**src/sv/liu_pkg.sv**
```systemverilog
// Package for the linear index unravel block.
// Holds field widths, pipeline geometry and register indexes; no dependencies.
package liu_pkg;

  localparam int IDX_W   = 31;  // linear index and coordinate zero
  localparam int REM_W   = 11;  // partial remainder, as wide as one extent
  localparam int COORD_W = 10;  // coordinates one to three
  localparam int IN_TDATA_W  = 32;
  localparam int OUT_TDATA_W = 64;

  // Each division takes IDX_W restoring steps, STEPS_PER_STAGE per stage, fewer in the last.
  localparam int STEPS_PER_STAGE = 4;
  localparam int STAGES_PER_DIV  = (IDX_W + STEPS_PER_STAGE - 1) / STEPS_PER_STAGE;
  localparam int NUM_DIVS        = 3;
  localparam int NUM_STAGES      = STAGES_PER_DIV * NUM_DIVS;

  localparam int CFG_IDX_W = 2;
  localparam logic [CFG_IDX_W-1:0] REG_NUM_DIMS  = 2'd0;
  localparam logic [CFG_IDX_W-1:0] REG_SIZE_DIM1 = 2'd1;
  localparam logic [CFG_IDX_W-1:0] REG_SIZE_DIM2 = 2'd2;
  localparam logic [CFG_IDX_W-1:0] REG_SIZE_DIM3 = 2'd3;

  typedef logic [IDX_W-1:0]   quot_t;
  typedef logic [REM_W-1:0]   rem_t;
  typedef logic [COORD_W-1:0] coord_t;
  // Coordinates finished so far: [0] dimension three, [1] two; [2] stays zero.
  typedef coord_t [NUM_DIVS-1:0] coord_set_t;

endpackage

```
**src/sv/liu_div_stage.sv**
```systemverilog
// One register stage of the restoring divider chain.
// Performs STEPS quotient-bit steps on the item it takes in; uses liu_pkg.
module liu_div_stage #(
  parameter int STEPS = 4
) (
  input  logic                clk,
  input  logic                rst,
  input  logic                en,
  input  logic                valid_in,
  input  liu_pkg::quot_t      q_in,
  input  liu_pkg::rem_t       r_in,
  input  liu_pkg::rem_t       divisor,
  input  liu_pkg::coord_set_t c_in,
  output logic                valid_out,
  output liu_pkg::quot_t      q_out,
  output liu_pkg::rem_t       r_out,
  output liu_pkg::coord_set_t c_out
);
  import liu_pkg::*;

  quot_t q_step;
  rem_t  r_step;

  // Shift one dividend bit into the remainder and subtract when it fits.
  always_comb begin
    logic [REM_W:0] t;
    logic [REM_W:0] diff;
    logic           ge;
    q_step = q_in;
    r_step = r_in;
    for (int i = 0; i < STEPS; i++) begin
      t      = {r_step, q_step[IDX_W-1]};
      diff   = t - {1'b0, divisor};
      ge     = (t >= {1'b0, divisor});
      r_step = ge ? diff[REM_W-1:0] : t[REM_W-1:0];
      q_step = {q_step[IDX_W-2:0], ge};
    end
  end

  // Stage register; holds while the pipeline is stalled.
  always_ff @(posedge clk) begin
    if (rst) begin
      valid_out <= 1'b0;
    end else if (en) begin
      valid_out <= valid_in;
    end
  end

  always_ff @(posedge clk) begin
    if (en) begin
      q_out <= q_step;
      r_out <= r_step;
      c_out <= c_in;
    end
  end

endmodule

```
**src/sv/linear_index_unravel.sv**
```systemverilog
// Top level of the linear index unravel block.
// Depends on liu_pkg and liu_div_stage.
//
// Turns a linear chunk or cell number into a row-major coordinate of up to
// four dimensions. The index is divided by the extent of the last dimension
// in use, the quotient by the next extent down, and so on; each remainder
// is one coordinate and the last quotient is coordinate zero.
// Input items arrive on s_tvalid/s_tready/s_tdata, results leave on
// m_tvalid/m_tready/m_tdata. The cfg_we/cfg_index/cfg_data port writes
// num_dims and the extents of dimensions one to three; write it only while
// no item is in flight.
// From acceptance to m_tvalid an item passes three 31-bit divisions,
// each a chain of 8 stages of up to 4 restoring steps. One item is accepted
// every cycle unless the chain holds. When m_tready is low with a result waiting,
// the whole chain holds and s_tready drops; nothing is lost or repeated. Reset
// empties the chain and sets one dimension with all extents one.
module linear_index_unravel #(
  parameter int MAX_DIMS = 4
) (
  input  logic        clk,
  input  logic        rst,
  input  logic        s_tvalid,
  output logic        s_tready,
  input  logic [31:0] s_tdata,   // [30:0] linear_index, [31] zero
  output logic        m_tvalid,
  input  logic        m_tready,
  output logic [63:0] m_tdata,   // [30:0] coord_0, [40:31] coord_1,
                                 // [50:41] coord_2, [60:51] coord_3
  input  logic        cfg_we,
  input  logic [1:0]  cfg_index,
  input  logic [10:0] cfg_data
);
  import liu_pkg::*;

  localparam int LIM = (MAX_DIMS < 4) ? MAX_DIMS : 4;

  logic [2:0] num_dims;
  rem_t       size1, size2, size3;

  // Configuration registers.
  always_ff @(posedge clk) begin
    if (rst) begin
      num_dims <= 3'd1;
      size1    <= rem_t'(1);
      size2    <= rem_t'(1);
      size3    <= rem_t'(1);
    end else if (cfg_we) begin
      unique case (cfg_index)
        REG_NUM_DIMS:  num_dims <= cfg_data[2:0];
        REG_SIZE_DIM1: size1    <= cfg_data;
        REG_SIZE_DIM2: size2    <= cfg_data;
        REG_SIZE_DIM3: size3    <= cfg_data;
        default: ;
      endcase
    end
  end

  // Dimensions in use, and the divisor of each division; an unused one
  // divides by one so its coordinate comes out zero.
  logic [2:0] nd, n_use;
  rem_t       div_sel [NUM_DIVS];
  always_comb begin
    nd    = (num_dims == 3'd0) ? 3'd1 : num_dims;
    n_use = (nd > 3'(LIM)) ? 3'(LIM) : nd;
    div_sel[0] = (n_use >= 3'd4 && size3 != '0) ? size3 : rem_t'(1);
    div_sel[1] = (n_use >= 3'd3 && size2 != '0) ? size2 : rem_t'(1);
    div_sel[2] = (n_use >= 3'd2 && size1 != '0) ? size1 : rem_t'(1);
  end

  logic       adv;
  logic       vld [NUM_STAGES+1];
  quot_t      q   [NUM_STAGES+1];
  rem_t       r   [NUM_STAGES+1];
  coord_set_t c   [NUM_STAGES+1];

  // The chain moves whenever the output register is empty or being taken.
  assign adv      = m_tready || !vld[NUM_STAGES];
  assign s_tready = adv;

  assign vld[0] = s_tvalid;
  assign q[0]   = s_tdata[IDX_W-1:0];
  assign r[0]   = '0;
  assign c[0]   = '0;

  for (genvar s = 0; s < NUM_STAGES; s++) begin : g_stage
    localparam int D  = s / STAGES_PER_DIV;
    localparam int J  = s % STAGES_PER_DIV;
    localparam int NS = (IDX_W - J * STEPS_PER_STAGE < STEPS_PER_STAGE) ?
                        (IDX_W - J * STEPS_PER_STAGE) : STEPS_PER_STAGE;
    rem_t       r_in;
    coord_set_t c_in;

    // At the start of a division, bank the previous remainder as a coordinate.
    always_comb begin
      c_in = c[s];
      r_in = r[s];
      if (J == 0) begin
        r_in = '0;
        if (D > 0) begin
          c_in[(D > 0) ? D - 1 : 0] = r[s][COORD_W-1:0];
        end
      end
    end

    liu_div_stage #(.STEPS(NS)) u_stage (
      .clk       (clk),
      .rst       (rst),
      .en        (adv),
      .valid_in  (vld[s]),
      .q_in      (q[s]),
      .r_in      (r_in),
      .divisor   (div_sel[D]),
      .c_in      (c_in),
      .valid_out (vld[s+1]),
      .q_out     (q[s+1]),
      .r_out     (r[s+1]),
      .c_out     (c[s+1])
    );
  end

  // Output item: the last remainder is coordinate one.
  assign m_tvalid = vld[NUM_STAGES];
  assign m_tdata  = {3'b000, c[NUM_STAGES][0], c[NUM_STAGES][1],
                     r[NUM_STAGES][COORD_W-1:0], q[NUM_STAGES]};

endmodule

```
**config.mk**
```make
export PLATFORM = sky130hd
export DESIGN_NAME = linear_index_unravel
export DESIGN_NICKNAME = d
export VERILOG_FILES = /design/src/sv/liu_pkg.sv /design/src/sv/liu_div_stage.sv /design/src/sv/linear_index_unravel.sv
export SDC_FILE = /design/constraint.sdc
export NUM_CORES = 2
export LEC_CHECK = 0
export BUFFER_PORTS_ARGS = -buffer_cell sky130_fd_sc_hd__clkbuf_2
export CAP_MARGIN = 25
export CORE_MARGIN = 2
export CORE_UTILIZATION = 50
export DETAILED_ROUTE_END_ITERATION = 10
export HOLD_SLACK_MARGIN = 0.1
export PLACE_DENSITY = 0.73
export SYNTH_ARGS = -nofsm -noshare
export SYNTH_HDL_FRONTEND = slang
export SYNTH_SLANG_ARGS = --single-unit
export TNS_END_PERCENT = 100
```
**constraint.sdc**
```tcl
create_clock -name clk -period 84.8 [get_ports clk]
set_input_delay 4.24 -clock clk [delete_from_list [all_inputs] [get_ports clk]]
set_output_delay 4.24 -clock clk [all_outputs]
set_load 0.02 [all_outputs]
```
==> flow_summary.toml <==
[timing]
fmax_mhz = 77.8
hold_viol = 0
finalCriticalPeriod_ns = 12.85
setup_viol = 0
skew_ns = 0.0366
holdWs_ns = 0.386
drv_slew = 0
slew_headroom_pct = 25.0
setup_tns_ns = 0
tightest_slew_ns = 1.12
period_share_pct = 15.2
rsz0062_at_grt = "false"

[clock_network]
clock-sinks = 1305
clk_pin_slew_worst_paths_ns = 0.06
cts_root_buf = "clkbuf_16"
htree_levels = 4
cts_made_buffers = 143
clockBufferDepth = 3
cts_resized = 0
clk_latency_ns = 0.80
cts_setup_buffers = 0
cts_hold_buf = 0
cts_tree = "built"

[worst_setup_path]
crit_top_cell = "a21oi_1"
worstPathMaxFanout = 17
max_stage_delay_ns = 0.81
start_kind = "input pin"
critPathRequiredTime_ns = 85.34
worstSetupPathType = "in -> reg"
worstRegToRegCells = 41
r2r_end = "g_stage[13].u_stage.r_out[5]$_DFFE_PP_"
reg2reg_slack_ns = 71.98
reg2reg_from = "size2[1]$_SDFFE_PP0P_"
cp_slowest_cell = "a21boi_1"
crit_arrival_ns = 13.39
crit_path_end_kind = "flip-flop"

[routing]
drt_iter0_drc = 5157
dr_total_vias = 70200
drt_wl_total_um = 213000
dr_wl_met2_um = 101000
wl_met3_um = 9750
antenna_left = 0
drc_errors = 0
via_per_inst = 5.92
first_pass_iters = 7
wl_per_cell_um = 18.0
met1_length_um = 94800
top_layer = "met4"

[min_path]
hold-path-cell-count = 0
min_to = "g_stage[3].u_stage.q_out[10]$_DFFE_PP_"
hold_path_class = "reg -> reg"
worstHoldStart = "g_stage[2].u_stage.q_out[6]$_DFFE_PP_"

[logic_synthesis]
ys_async_sr_fraction_pct = 0
synth-seq-cells = 1305
synth_edf_count = 1245
synth-compound-area-share_pct = 14.4
synth.most_common_cell = "edfxtp_1"
synth_cell_types = 99
synth_xor_area_share_pct = 5.06
netlist_top_cells_count = "edfxtp_1 (1245), ha_1 (996), nor2_1 (696)"
synth-main-ff-cell = "edfxtp_1"
synth-simple-area-share_pct = 13.3
syn_avg_cell_area_um2 = 10.5
synth_area_leader_cell = "edfxtp_1"
ys_warn_count = 0
ys_seq_area_share_pct = 40.7
synth_top_cell_area_share_pct = 39.5
yosys.area_share.adder_pct = 15.1
synthCells = 9031
synth_mux_area_share_pct = 8.47
ys_top_cells_by_area = "edfxtp_1 (39%), ha_1 (13%), mux2_2 (6.4%)"
synth_top_family_by_area = "adder cells"
synth_area_um2 = 94700

[die]
start_util_pct = 50.4
fp.dieH_um = 439
ios = 116
die_x_um = 439
die_area_um2 = 193000
rows = 159
core_um2 = 188000

[finish]
fin_nets = 10400
drive_gt1_share_pct = 12.0
final_cells = 11900
syn2layout_area_growth_pct = 9.40

[placed_design]
dp_hpwl_um = 152000
io_buffers = 111
placed_cells = 11600
gp_congestion = 0.910

[global_routing]
grt_pass1_vias = 68400
grt_use_total_pct = 21.7
grt_pass1_wl_um = 346000
grt_max_degree = 203
antenna_found_initial = 1
overflow = 0

[run_status]
status = "finished clean"

[job]
cap_violations = 0
[critical path: cells and delay by family]
kind                       cells  cell delay, ns
and+or+nand+nor                5            0.97
AOI/OAI and AO/OA             18            5.16
muxes                          2            0.75
buffers and inverters          3            0.48
adders and majority gates      4            1.77
[per-layer routing]
layer	GRT usage, %	up-vias
met2	36.9	1754
li1	-	34500
met1	28.3	33500
met3	2.77	469
met5	0	-
met4	7.72	0
[registers in the layout (all words and copies together) (netlist names)]
name,cells
size2,11
g_stage.u_stage.valid_out,24
num_dims,3
g_stage.u_stage.c_out,240
size3,11
size1,11
g_stage.u_stage.q_out,744
g_stage.u_stage.r_out,261
[through the flow]
step                setup slack (ns)  cell area, um^2  utilization [%]
global route                   70.99           104000             55.1
global placement               71.11            98600             52.4
floorplan                      42.33            94700                -
finish                         71.95           104000             55.1
detailed placement             71.19            98600             52.4
CTS                            72.01           104000             55.1
[layout make-up]
type | instances | area, um^2
Multi-Input combinational cell | 7000 | 53300
Clock buffer | 161 | 3670
Sequential cell | 1305 | 38600
Inverter | 572 | 2160
Fill cell | 15800 | 84400
Antenna cell | 1 | 2.50
Timing Repair Buffer | 221 | 1490
Tap cell | 2495 | 3120
Clock inverter | 103 | 1280
[how the worst max path moves through the flow]
stage                              from                                endpoint  slack, ns  cells past startpoint
6_report                    s_tdata[30]   g_stage[0].u_stage.r_out[4]$_DFFE_PP_      71.95                     32
4_1_cts                     s_tdata[30]   g_stage[0].u_stage.r_out[4]$_DFFE_PP_      72.01                     32
3_3_place_gp                s_tdata[30]  g_stage[0].u_stage.r_out[10]$_DFFE_PP_      71.11                     31
2_1_floorplan                  m_tready                                s_tready      42.33                      4
5_1_grt        num_dims[2]$_SDFFE_PP0P_  g_stage[20].u_stage.r_out[3]$_DFFE_PP_      70.99                     39
3_5_place_dp                s_tdata[30]   g_stage[0].u_stage.r_out[4]$_DFFE_PP_      71.19                     32
[kinds of logic after synthesis]
group	after synthesis
AO/OA/AOI/OAI	2077
adder cells (fa/ha/maj)	1086
buffers and inverters	728
XOR/XNOR	547
other	1
flip-flops	1305
AND/OR/NAND/NOR	2557
multiplexers	730
[cell usage in the layout (no fill, tap or decap), types with 97 or more instances in the layout]
master	instances
buf_4	100
clkbuf_2	111
nor2_1	696
nand4_1	161
nand3_1	151
xnor2_1	355
nand2b_1	122
a21o_1	168
xor2_1	192
o21ai_0	485
a21oi_1	550
ha_1	996
nor3_1	213
mux2i_1	176
nand2_1	599
inv_1	548
clkbuf_16	143
edfxtp_1	1245
a21boi_0	97
mux2_2	537
nor2b_1	199
Power is left out: the tool's default activity adds up to more than one toggle a clock period on the data nets, which glitch-free logic cannot reach.
